## src/csc_pkg.sv

```systemverilog
// Shared types, constants and tables for the CORDIC sine/cosine block.
// Holds the arctangent table, the microcode program and the control structs.
// No dependencies.
`default_nettype none

package csc_pkg;

  // Field and register widths
  localparam int ANGLE_W = 7;
  localparam int OUT_W   = 26;
  localparam int CFG_W   = 6;

  // Parameter defaults
  localparam int MAX_ITERATIONS_DEF = 32;
  localparam int FRACTION_BITS_DEF  = 24;

  // Reset value of the iteration count register
  localparam logic [CFG_W-1:0] CFG_RESET = 6'd32;

  // Table scaling: degrees times 2^ROM_BITS
  localparam int ROM_BITS   = 24;
  localparam int ROM_SIZE   = 32;
  localparam int ROM_IDX_W  = $clog2(ROM_SIZE);
  localparam logic [ROM_BITS-1:0] GAIN_ROM = 24'h9B74ED;

  // atan(2^-i) in degrees times 2^24, truncated toward zero
  localparam logic [31:0] ANGLE_ROM [ROM_SIZE] = '{
    32'd754974720, 32'd445687601, 32'd235489088, 32'd119537938,
    32'd60000934,  32'd30029716,  32'd15018522,  32'd7509719,
    32'd3754917,   32'd1877465,   32'd938733,    32'd469366,
    32'd234683,    32'd117341,    32'd58670,     32'd29335,
    32'd14667,     32'd7333,      32'd3666,      32'd1833,
    32'd916,       32'd458,       32'd229,       32'd114,
    32'd57,        32'd28,        32'd14,        32'd7,
    32'd3,         32'd1,         32'd0,         32'd0
  };

  // Datapath operation selected by a control word
  typedef enum logic [1:0] {
    OP_NOP    = 2'd0,
    OP_LOAD   = 2'd1,
    OP_ROTATE = 2'd2,
    OP_EMIT   = 2'd3
  } op_t;

  // Sequencer conditions
  typedef enum logic [2:0] {
    COND_NEVER      = 3'd0,
    COND_ALWAYS     = 3'd1,
    COND_IN_VALID   = 3'd2,
    COND_ZERO_ITERS = 3'd3,
    COND_LAST_FREE  = 3'd4,
    COND_OUT_FREE   = 3'd5
  } cond_t;

  localparam int UPC_W    = 2;
  localparam int UC_DEPTH = 4;

  typedef logic [UPC_W-1:0] upc_t;

  // Microcode addresses
  localparam upc_t UA_WAIT  = 2'd0;
  localparam upc_t UA_ROT   = 2'd1;
  localparam upc_t UA_EMIT  = 2'd2;
  localparam upc_t UA_SPARE = 2'd3;

  // One control word: stay until leave holds, then go to branch_addr
  // when branch holds, else to next_addr.
  typedef struct packed {
    op_t   op;
    cond_t leave;
    cond_t branch;
    upc_t  branch_addr;
    upc_t  next_addr;
  } uword_t;

  localparam uword_t UCODE [UC_DEPTH] = '{
    // wait for an angle, load the datapath on acceptance
    '{op: OP_LOAD,   leave: COND_IN_VALID,  branch: COND_ZERO_ITERS,
      branch_addr: UA_EMIT, next_addr: UA_ROT},
    // micro-rotations, the last one writes the output register
    '{op: OP_ROTATE, leave: COND_LAST_FREE, branch: COND_NEVER,
      branch_addr: UA_WAIT, next_addr: UA_WAIT},
    // no rotations: hand out the start vector
    '{op: OP_EMIT,   leave: COND_OUT_FREE,  branch: COND_NEVER,
      branch_addr: UA_WAIT, next_addr: UA_WAIT},
    // unused address falls back to wait
    '{op: OP_NOP,    leave: COND_ALWAYS,    branch: COND_NEVER,
      branch_addr: UA_WAIT, next_addr: UA_WAIT}
  };

  // Strobes from sequencer to datapath
  typedef struct packed {
    logic in_ready;
    logic load;
    logic rotate;
    logic emit_rot;
    logic emit_gain;
  } ctrl_t;

  // Status from datapath to sequencer
  typedef struct packed {
    logic last;
    logic out_free;
    logic zero_iters;
  } stat_t;

endpackage

`default_nettype wire

```

## src/csc_sequencer.sv

```systemverilog
// Microcoded sequencer for the CORDIC block: program counter over the
// control ROM in csc_pkg, condition select and strobe decode.
`default_nettype none

module csc_sequencer (
  input  wire logic           clk,
  input  wire logic           rst_n,
  input  wire logic           in_valid,
  input  wire csc_pkg::stat_t stat,
  output csc_pkg::ctrl_t      ctrl
);

  csc_pkg::upc_t   pc_r;
  csc_pkg::upc_t   pc_nxt;
  csc_pkg::uword_t uw;

  function automatic logic cond_met(input csc_pkg::cond_t c, input logic iv,
                                    input csc_pkg::stat_t s);
    logic r;
    unique case (c)
      csc_pkg::COND_NEVER:      r = 1'b0;
      csc_pkg::COND_ALWAYS:     r = 1'b1;
      csc_pkg::COND_IN_VALID:   r = iv;
      csc_pkg::COND_ZERO_ITERS: r = s.zero_iters;
      csc_pkg::COND_LAST_FREE:  r = s.last && s.out_free;
      csc_pkg::COND_OUT_FREE:   r = s.out_free;
      default:                  r = 1'b0;
    endcase
    return r;
  endfunction

  // fetch the current control word
  assign uw = csc_pkg::UCODE[pc_r];

  // decode strobes
  always_comb begin
    ctrl.in_ready  = (uw.op == csc_pkg::OP_LOAD);
    ctrl.load      = (uw.op == csc_pkg::OP_LOAD) && in_valid;
    ctrl.rotate    = (uw.op == csc_pkg::OP_ROTATE) && (!stat.last || stat.out_free);
    ctrl.emit_rot  = (uw.op == csc_pkg::OP_ROTATE) && stat.last && stat.out_free;
    ctrl.emit_gain = (uw.op == csc_pkg::OP_EMIT) && stat.out_free;
  end

  // select the next step
  always_comb begin
    pc_nxt = pc_r;
    if (cond_met(uw.leave, in_valid, stat)) begin
      if (cond_met(uw.branch, in_valid, stat)) begin
        pc_nxt = uw.branch_addr;
      end else begin
        pc_nxt = uw.next_addr;
      end
    end
  end

  always_ff @(posedge clk) begin
    if (!rst_n) begin
      pc_r <= csc_pkg::UA_WAIT;
    end else begin
      pc_r <= pc_nxt;
    end
  end

endmodule

`default_nettype wire

```

## src/csc_datapath.sv

```systemverilog
// CORDIC datapath: x/y/angle-sum registers, one shared shift-add unit,
// step counter and output register. Uses csc_pkg tables and structs.
`default_nettype none

module csc_datapath #(
  parameter int MAX_ITERATIONS = csc_pkg::MAX_ITERATIONS_DEF,
  parameter int FRACTION_BITS  = csc_pkg::FRACTION_BITS_DEF
) (
  input  wire logic                                  clk,
  input  wire logic                                  rst_n,
  input  wire csc_pkg::ctrl_t                        ctrl,
  input  wire logic [$clog2(MAX_ITERATIONS+1)-1:0]   iter_cnt,
  input  wire logic [csc_pkg::ANGLE_W-1:0]           in_angle_deg,
  input  wire logic                                  out_stall,
  output csc_pkg::stat_t                             stat,
  output logic                                       out_valid,
  output logic signed [csc_pkg::OUT_W-1:0]           out_sine,
  output logic signed [csc_pkg::OUT_W-1:0]           out_cosine
);

  localparam int IDX_W = $clog2(MAX_ITERATIONS);
  localparam int CNT_W = $clog2(MAX_ITERATIONS+1);
  localparam int XY_W  = FRACTION_BITS + 4;
  localparam int SUM_W = FRACTION_BITS + 9;
  localparam int ROM_SHIFT = csc_pkg::ROM_BITS - FRACTION_BITS;
  localparam logic signed [XY_W-1:0] GAIN = XY_W'(csc_pkg::GAIN_ROM >> ROM_SHIFT);

  logic signed [XY_W-1:0]  x_r, x_nxt;
  logic signed [XY_W-1:0]  y_r, y_nxt;
  logic signed [SUM_W-1:0] sum_r, sum_nxt;
  logic signed [SUM_W-1:0] target_r;
  logic [IDX_W-1:0]        i_r;
  logic [IDX_W-1:0]        n_last_r;
  logic                    out_valid_r;
  logic signed [csc_pkg::OUT_W-1:0] sine_r, cosine_r;

  logic signed [XY_W-1:0]  xs, ys;
  logic signed [SUM_W-1:0] step;
  logic                    dir_pos;
  logic                    out_free;

  // one micro-rotation
  always_comb begin
    step    = SUM_W'(csc_pkg::ANGLE_ROM[csc_pkg::ROM_IDX_W'(i_r)] >> ROM_SHIFT);
    xs      = x_r >>> i_r;
    ys      = y_r >>> i_r;
    dir_pos = target_r > sum_r;
    if (dir_pos) begin
      x_nxt   = x_r - ys;
      y_nxt   = y_r + xs;
      sum_nxt = sum_r + step;
    end else begin
      x_nxt   = x_r + ys;
      y_nxt   = y_r - xs;
      sum_nxt = sum_r - step;
    end
  end

  assign out_free        = !out_valid_r || !out_stall;
  assign stat.out_free   = out_free;
  assign stat.last       = (i_r == n_last_r);
  assign stat.zero_iters = (iter_cnt == '0);

  // load the start vector or advance one rotation
  always_ff @(posedge clk) begin
    if (ctrl.load) begin
      x_r      <= GAIN;
      y_r      <= '0;
      sum_r    <= '0;
      target_r <= SUM_W'({in_angle_deg, {FRACTION_BITS{1'b0}}});
      i_r      <= '0;
      n_last_r <= IDX_W'(iter_cnt - CNT_W'(1));
    end else if (ctrl.rotate) begin
      x_r   <= x_nxt;
      y_r   <= y_nxt;
      sum_r <= sum_nxt;
      i_r   <= i_r + IDX_W'(1);
    end
  end

  // capture the result word
  always_ff @(posedge clk) begin
    if (ctrl.emit_rot) begin
      sine_r   <= csc_pkg::OUT_W'(y_nxt);
      cosine_r <= csc_pkg::OUT_W'(x_nxt);
    end else if (ctrl.emit_gain) begin
      sine_r   <= csc_pkg::OUT_W'(y_r);
      cosine_r <= csc_pkg::OUT_W'(x_r);
    end
  end

  // hold valid until the word is taken
  always_ff @(posedge clk) begin
    if (!rst_n) begin
      out_valid_r <= 1'b0;
    end else if (ctrl.emit_rot || ctrl.emit_gain) begin
      out_valid_r <= 1'b1;
    end else if (!out_stall) begin
      out_valid_r <= 1'b0;
    end
  end

  assign out_valid  = out_valid_r;
  assign out_sine   = sine_r;
  assign out_cosine = cosine_r;

endmodule

`default_nettype wire

```

## src/cordic_sine_cosine.sv

```systemverilog
// CORDIC sine/cosine, rotation mode, top level.
// Holds the iteration count register and connects the sequencer and datapath.
//
// Usage:
//   in_valid / in_stall / in_angle_deg carry one angle word in whole degrees.
//   out_valid / out_stall / out_sine / out_cosine return one word per angle,
//   both scaled by 2^FRACTION_BITS. cfg_wr_en / cfg_wr_data write the
//   iteration count n (saturated to MAX_ITERATIONS); write it only while idle.
// Timing:
//   An angle is accepted in the wait step of the microcode program, which also
//   loads the datapath. The shared shift-add unit then runs n micro-rotations,
//   one per cycle until the last, which waits for a free output register and
//   writes it. A new angle is taken only once the result word is written. With
//   n = 0 the start vector is emitted directly.
// Reset:
//   Synchronous rst_n returns the sequencer to the wait step, drops out_valid
//   and sets n to 32.
// Stall:
//   A pending word holds while out_stall is high; the last rotation waits for
//   the output register to free, and no new angle is taken meanwhile.
`default_nettype none

module cordic_sine_cosine #(
  parameter int MAX_ITERATIONS = csc_pkg::MAX_ITERATIONS_DEF,
  parameter int FRACTION_BITS  = csc_pkg::FRACTION_BITS_DEF
) (
  input  wire logic                              clk,
  input  wire logic                              rst_n,
  input  wire logic                              cfg_wr_en,
  input  wire logic [csc_pkg::CFG_W-1:0]         cfg_wr_data,
  input  wire logic                              in_valid,
  output logic                                   in_stall,
  input  wire logic [csc_pkg::ANGLE_W-1:0]       in_angle_deg,
  output logic                                   out_valid,
  input  wire logic                              out_stall,
  output logic signed [csc_pkg::OUT_W-1:0]       out_sine,
  output logic signed [csc_pkg::OUT_W-1:0]       out_cosine
);

  localparam int CNT_W = $clog2(MAX_ITERATIONS+1);

  logic [csc_pkg::CFG_W-1:0] iter_cfg_r;
  logic [CNT_W-1:0]          iter_cnt;
  csc_pkg::ctrl_t            ctrl;
  csc_pkg::stat_t            stat;

  // iteration count register
  always_ff @(posedge clk) begin
    if (!rst_n) begin
      iter_cfg_r <= csc_pkg::CFG_RESET;
    end else if (cfg_wr_en) begin
      iter_cfg_r <= cfg_wr_data;
    end
  end

  // saturate to the table depth in use
  assign iter_cnt = (int'(iter_cfg_r) > MAX_ITERATIONS) ? CNT_W'(MAX_ITERATIONS)
                                                        : CNT_W'(iter_cfg_r);

  assign in_stall = !ctrl.in_ready;

  csc_sequencer u_seq (
    .clk      (clk),
    .rst_n    (rst_n),
    .in_valid (in_valid),
    .stat     (stat),
    .ctrl     (ctrl)
  );

  csc_datapath #(
    .MAX_ITERATIONS (MAX_ITERATIONS),
    .FRACTION_BITS  (FRACTION_BITS)
  ) u_dp (
    .clk          (clk),
    .rst_n        (rst_n),
    .ctrl         (ctrl),
    .iter_cnt     (iter_cnt),
    .in_angle_deg (in_angle_deg),
    .out_stall    (out_stall),
    .stat         (stat),
    .out_valid    (out_valid),
    .out_sine     (out_sine),
    .out_cosine   (out_cosine)
  );

  // after taking an angle the block is busy in the next cycle
  a_busy_after_accept: assert property (@(posedge clk) disable iff (!rst_n)
    (in_valid && !in_stall) |=> in_stall)
    else $error("angle accepted back to back");

  // a result word is only written into a free output register
  a_no_overwrite: assert property (@(posedge clk) disable iff (!rst_n)
    (ctrl.emit_rot || ctrl.emit_gain) |-> (!out_valid || !out_stall))
    else $error("pending result overwritten");

  // load, rotate and direct emit never coincide
  a_strobe_exclusive: assert property (@(posedge clk) disable iff (!rst_n)
    $onehot0({ctrl.load, ctrl.rotate, ctrl.emit_gain}))
    else $error("conflicting datapath strobes");

  // a new result appears only after an emit strobe
  a_valid_source: assert property (@(posedge clk) disable iff (!rst_n)
    $rose(out_valid) |-> $past(ctrl.emit_rot || ctrl.emit_gain))
    else $error("result valid without emit");

endmodule

`default_nettype wire

```

## config.mk

```make
export PLATFORM = sky130hd
export DESIGN_NAME = cordic_sine_cosine
export DESIGN_NICKNAME = d
export VERILOG_FILES = /design/src/csc_pkg.sv /design/src/csc_sequencer.sv /design/src/csc_datapath.sv /design/src/cordic_sine_cosine.sv
export SDC_FILE = /design/constraint.sdc
export NUM_CORES = 1
export LEC_CHECK = 0
export BUFFER_PORTS_ARGS = -buffer_cell sky130_fd_sc_hd__buf_2
export CAP_MARGIN = 20
export CORE_ASPECT_RATIO = 1.25
export CORE_MARGIN = 10
export CORE_UTILIZATION = 48
export DETAILED_ROUTE_END_ITERATION = 10
export PLACE_DENSITY = 0.63
export SLEW_MARGIN = 20
export SYNTH_ARGS = -nofsm -noshare
export SYNTH_HDL_FRONTEND = slang
export SYNTH_SLANG_ARGS = --single-unit
```

## constraint.sdc

```tcl
create_clock -name clk -period 8.1 [get_ports clk]
set_input_delay 1.62 -clock clk [delete_from_list [all_inputs] [get_ports clk]]
set_output_delay 1.62 -clock clk [all_outputs]
set_load 0.01 [all_outputs]
```

Word level (Yosys, flattened, before mapping):

Memory sizes are Yosys's and may differ from the RTL's.
Index checks and enable logic that the tools add are counted.

* register bits after elaboration: 167
* latch bits: 0
* RAM bits: 0
* memory bits (read-only): 1024
* bits of input ports: 18
* output and inout port bits: 54
* word-level logic and storage cells: 77
* memories kept: 1

Memories
* (no name shown): depth 32, bits a word 32, rd ports 1, clocked after memory_dff 0, wr ports 0, RTL line csc_datapath.sv:44 `step = SUM_W'(csc_pkg::ANGLE_ROM[csc_pkg::ROM_IDX_W'(i_r)] >> ROM_SHIFT);`

* add/subtract/negate cells: 8
* multiply operators: 0
* div/mod/pow operators: 0
* $lt $le $gt $ge: 4
* eq/ne operators: 15
* shifts and indexed selects: 2
* multiplexer cells: 19
* bitwise operators: 2
* reductions and logical operators: 15

Operator list (number)
* $mux 26: 4
* $mux 32: 2
* $add 28x28->28: 2
* $mux 28: 2
* $sshr 28x5->28: 2
* $sub 28x28->28: 2
* $add 33x33->33: 1
* $gt 32x33->1: 1
* $mux 33: 1
* $sub 33x33->33: 1
* $bmux 12 s2: 1
* $mux 12: 2
* $eq 3x2->1 const B: 4
* $eq 3x3->1 const B: 4
* $pmux 1 s5: 2
* $eq 3x1->1 const B: 2
* $ge 6x6->1 const B: 1
* $gt 6x6->1 const B: 1
* $logic_and 1x1->1: 6
* $logic_not 6->1: 1
* $mux 6: 1
* $not 5->6: 1
* $add 5x1->5 const B: 1
* $eq 5x5->1: 1
* 11 further kinds: 19

Depth between registers and ports, before layout:

* depth after elaboration: 9
* gate-level depth with buffers: 31

Cells and area by module:

From an unflattened synthesis, not the netlist that was laid out.

* cells, all modules: 2044
* area, all modules: 17835.9 um^2

Modules (own cells, without submodules)
* csc_datapath: instances 1, cells each 1993, area each 17339.1 um^2, seq. area each 3823.7 um^2
* cordic_sine_cosine: instances 1, cells each 26, area each 265.3 um^2, seq. area each 120.1 um^2
* csc_sequencer: instances 1, cells each 25, area each 231.5 um^2, seq. area each 40.0 um^2

Worst setup path before layout:

Ideal clock, no wire load.

* path type: flip-flop to flip-flop
* from: reg u_dp.i_r[0]
* to: reg u_dp.sum_r[32]
* setup time: 71 ps
* arrival: 6129 ps
* slack: 1900 ps
* cell stages (with the launch flop): 28
* buffers on the path: 6
* clock period less this slack: 6200 ps
* cell sequence: dfxtp_1 buf_2 buf_2 inv_2 buf_2 buf_2 ha_1 clkbuf_1 nor2_1 o31a_1 o21ai_0 or4_1 or4b_1 o21ai_1 xor2_1 ha_1 clkbuf_1 a21o_1 a21o_1 a21o_1 a21o_1 a21oi_1 nor2b_1 o41ai_1 o21ai_0 xor2_1 or3_1 a21oi_1

* cells in the longest elaborated chain, start to end: 6

RTL lines
* start: declaration: RTL line csc_datapath.sv:32 `logic [IDX_W-1:0] i_r;`
* start signal: assignment: RTL line csc_datapath.sv:77 `i_r <= i_r + IDX_W'(1);`
* $not 5->6 (not written as such): RTL line csc_datapath.sv:44
* $mem_v2 32x32
* $mux 32 (not written as such) (2 in a row): RTL line csc_datapath.sv:44
* $sub 33x33->33 or $add 33x33->33 (tied branches): RTL line csc_datapath.sv:55, csc_datapath.sv:51
* $mux 33: RTL line csc_datapath.sv:48 `if (dir_pos) begin`
* end signal: assignment: RTL line csc_datapath.sv:76 `sum_r <= sum_nxt;`
* end: declaration: RTL line csc_datapath.sv:30 `logic signed [SUM_W-1:0] sum_r, sum_nxt;`

Several ways; a longest one is shown, not always the timed one. The select of a mux whose other input is x is not followed.
A chain may end at the register's enable or synchronous reset.

Final worst setup path:

* from: reg u_dp.i_r[1]
* to: reg u_dp.x_r[27]

* cells in the longest elaborated chain, start to end: 4

RTL lines
* branches (longest 4 deep; another with $add 28x28->28)
* end signal: assignment: RTL line csc_datapath.sv:74 `x_r <= x_nxt;`
* end: declaration: RTL line csc_datapath.sv:28 `logic signed [XY_W-1:0] x_r, x_nxt;`

Parallel ways; which one is timed is not known.

==> results by group <==
Run status
  • Status: completed

Detailed routing
  • DR vias/cell: 6.19
  • Total Wirelength: 52500 um
  • Vias: 15400
  • Iter 0 DRT Violations: 1190
  • Post-DRT Antenna Nets: 0
  • DRC violations left: 0
  • First drt pass iteration count: 6
  • WL per Instance: 21.1 um

Die
  • Core Region: 0.0345 mm^2
  • Die area: 0.0430 mm^2
  • Die X-Extent: 187 um
  • Row cnt: 76
  • Initial core utilization: between 40 and 50%
  • I/O pin cnt: 72
  • Die height: 229 um

Synthesis
  • Syn Inst Count: 2012
  • Synthesized area: 0.0168 mm^2
  • Net Count, Synth: 2147
  • Number of flops mapped to enable cells by yosys: 64
  • Flop and latch count out of synthesis: 167
  • Async SR Flop Fraction: 0%
  • Syn_area_per_cell: approximately 8.4 um^2
  • Yosys synthesis warning count: 0
  • Post-synthesis sequential area ratio: 23.7%
  • Synth unique cells: 95
  • Main flop type after synthesis: dfxtp_1

STA
  • Achievable frequency: approximately 140 MHz
  • Final Setup Violations: 0
  • Final Critical Period: 7.16 ns
  • Period utilization: 88.4%
  • Setup_tns: 0 ns
  • Relative slew slack: 35.9%
  • Fin. Hold Viols: 0
  • Final worst slack: between 0.9 and 1 ns
  • Max-slew violations: 0
  • Clock Skews: ~0.010 ns
  • RSZ-0062 raised after global routing: no
  • Worst Tran Pin Value: 0.962 ns

Setup path
  • Crit path max fanout: 54
  • R2R Setup Slk: 0.94 ns
  • Setup crit end kind: register
  • Req. time, crit path: ~8.5 ns
  • FF-to-FF path depth: 20
  • Worst reg2reg path startpoint: u_dp.i_r[1]$_SDFFE_PP0P_
  • Worst Path Arrival: 7.58 ns
  • WS Path Type: reg -> reg
  • Worst r2r dst: u_dp.x_r[27]$_SDFFE_PP0P_
  • Startpoint types: register
  • Crit path from: u_dp.i_r[1]$_SDFFE_PP0P_

Cells and area
  • Share of cells above drive strength 1: 13.8%
  • Antenna Cells: 0
  • Util after Layout: 52.4%
  • Final nets: 2143
  • Fillers: 3272
  • Most frequent cells in the layout: nand2_1 (256), a21oi_1 (180), nor2_1 (133)
  • P&R area growth vs syn: 7.48%
  • Most common cell after layout, fill and taps aside: nand2_1
  • Non-filler cells, final: 2489

Placement
  • PortBufs: 71
  • Dpl ws: 1.15 ns
  • HPWL after DPL: 38700 um
  • Routability congestion estimate from global placement: 1.03
  • Placed cell count: 2457

Global route
  • Largest net degree at the start of global routing: 83
  • Overall global routing resource usage: 23.8%
  • GRT overflow: 0
  • Global-route wire length before repair: 83000 um
  • Initial antenna violation count: 0
  • Via count of the first global-routing pass: 15100

Hold path
  • Min-delay worst type: reg -> reg
  • Endpoint, Worst Hold: u_dp.sum_r[3]$_SDFFE_PP0P_
  • Worst hold start: u_dp.sum_r[3]$_SDFFE_PP0P_
  • Hold path depth: 2

CTS
  • Root buf cell: clkbuf_16
  • Post-CTS Hold Fix Bufs: 0
  • Clock-pin slew on the worst setup and hold paths: about 0.07 ns
  • Cts repair resizes: 0
  • Setup bufs post-CTS: 0
  • Htree depth: 4
  • CTS Sinks: 167
  • Total CTS buffers: 17
  • Worst-Skew Late Latency: approximately 0.47 ns
  • Clock Path Buffers: 2
  • TritonCTS clock tree: built

Job
  • Max-cap violation count: 0
layout make-up:
type	instances	area, um^2	share of cell area (%)
tap	468	586	3.24
timing repair buffer	101	581	3.21
sequential	167	4000	22.1
clock buffer	22	464	2.57
clock inverter	10	170	0.941
inverter	50	188	1.04
multi-input combinational	1671	12100	66.9
registers in the layout (all words and copies together), names as in the netlist:
signal	flops
iter_cfg_r	6
u_dp.i_r	5
u_dp.n_last_r	5
u_dp.out_cosine	26
u_dp.out_sine	26
u_dp.out_valid	1
u_dp.sum_r	33
u_dp.target_r	7
u_dp.x_r	28
u_dp.y_r	28
u_seq.pc_r	2
critical path: stages, from the launching register on:
cell and delay, ns:
dfxtp_4 0.87, buf_4 0.72, mux4_2 0.61, mux2i_1 0.31, nor2_1 0.09, a211oi_1 0.54
ha_1 0.35, nand2_1 0.06, o21ai_0 0.17, ha_1 0.37, a211oi_1 0.45, o21ai_0 0.20
nand3_1 0.17, o21ai_0 0.23, a21o_1 0.29, a311oi_1 0.32, nor3_1 0.15, a311oi_1 0.55
xnor2_2 0.14, or3_1 0.34, a21oi_2 0.13
synthesized netlist by cell type (all sizes together) (49+ instances only):
library cell | instances | share of area, %
ha | 114 | 8.5
a21o | 49 | 2.2
clkbuf | 77 | 1.7
inv | 49 | 1.1
edfxtp | 64 | 11
dfxtp | 103 | 12
a21oi | 184 | 5.5
mux2i | 57 | 3.4
mux2 | 65 | 4.4
xor2 | 58 | 3.0
nor2 | 135 | 3.1
nand2 | 258 | 5.8
o21ai | 130 | 3.9
xnor2 | 100 | 5.3
metal layers:
layer,global-route usage [%],up-vias,part of all wire (%)
li1,-,7439,-
met1,26.5,7362,40
met2,42.7,483,51
met3,4.47,126,5.0
met4,11.4,0,4.3
met5,0,-,0
how the worst max path moves through the flow:
stage / to / slack [ns] / cells after the start
2_1_floorplan: u_dp.sum_r[32]$_SDFFE_PP0P_ / 1.90 / 27
3_3_place_gp: u_dp.x_r[27]$_SDFFE_PP0P_ / 1.26 / 20
3_5_place_dp: u_dp.x_r[27]$_SDFFE_PP0P_ / 1.15 / 20
4_1_cts: u_dp.x_r[27]$_SDFFE_PP0P_ / 1.11 / 20
5_1_grt: u_dp.x_r[27]$_SDFFE_PP0P_ / 0.47 / 20
6_report: u_dp.x_r[27]$_SDFFE_PP0P_ / 0.94 / 20
through the flow:
stage	hold WS, ns	cell area [um^2]
floorplan	0.444	16800
global placement	0.463	17400
detailed placement	0.466	17400
CTS	0.476	18100
global route	0.495	18100
finish	0.472	18100
cells by family (layout without fill, tap and decap cells):
group | count (synthesis) | in the layout | synth area share, %
flops | 167 | 167 | 23.7
compound gates | 608 | 608 | 23.1
buf+inv | 174 | 183 | 4.56
xor+xnor | 158 | 158 | 8.32
mux | 169 | 169 | 14.1
fa+ha+maj | 117 | 117 | 8.84
simple gates | 619 | 619 | 17.4
Power is not shown: default switching activity piles up to over one toggle a cycle in this logic, so the estimate is an artifact.
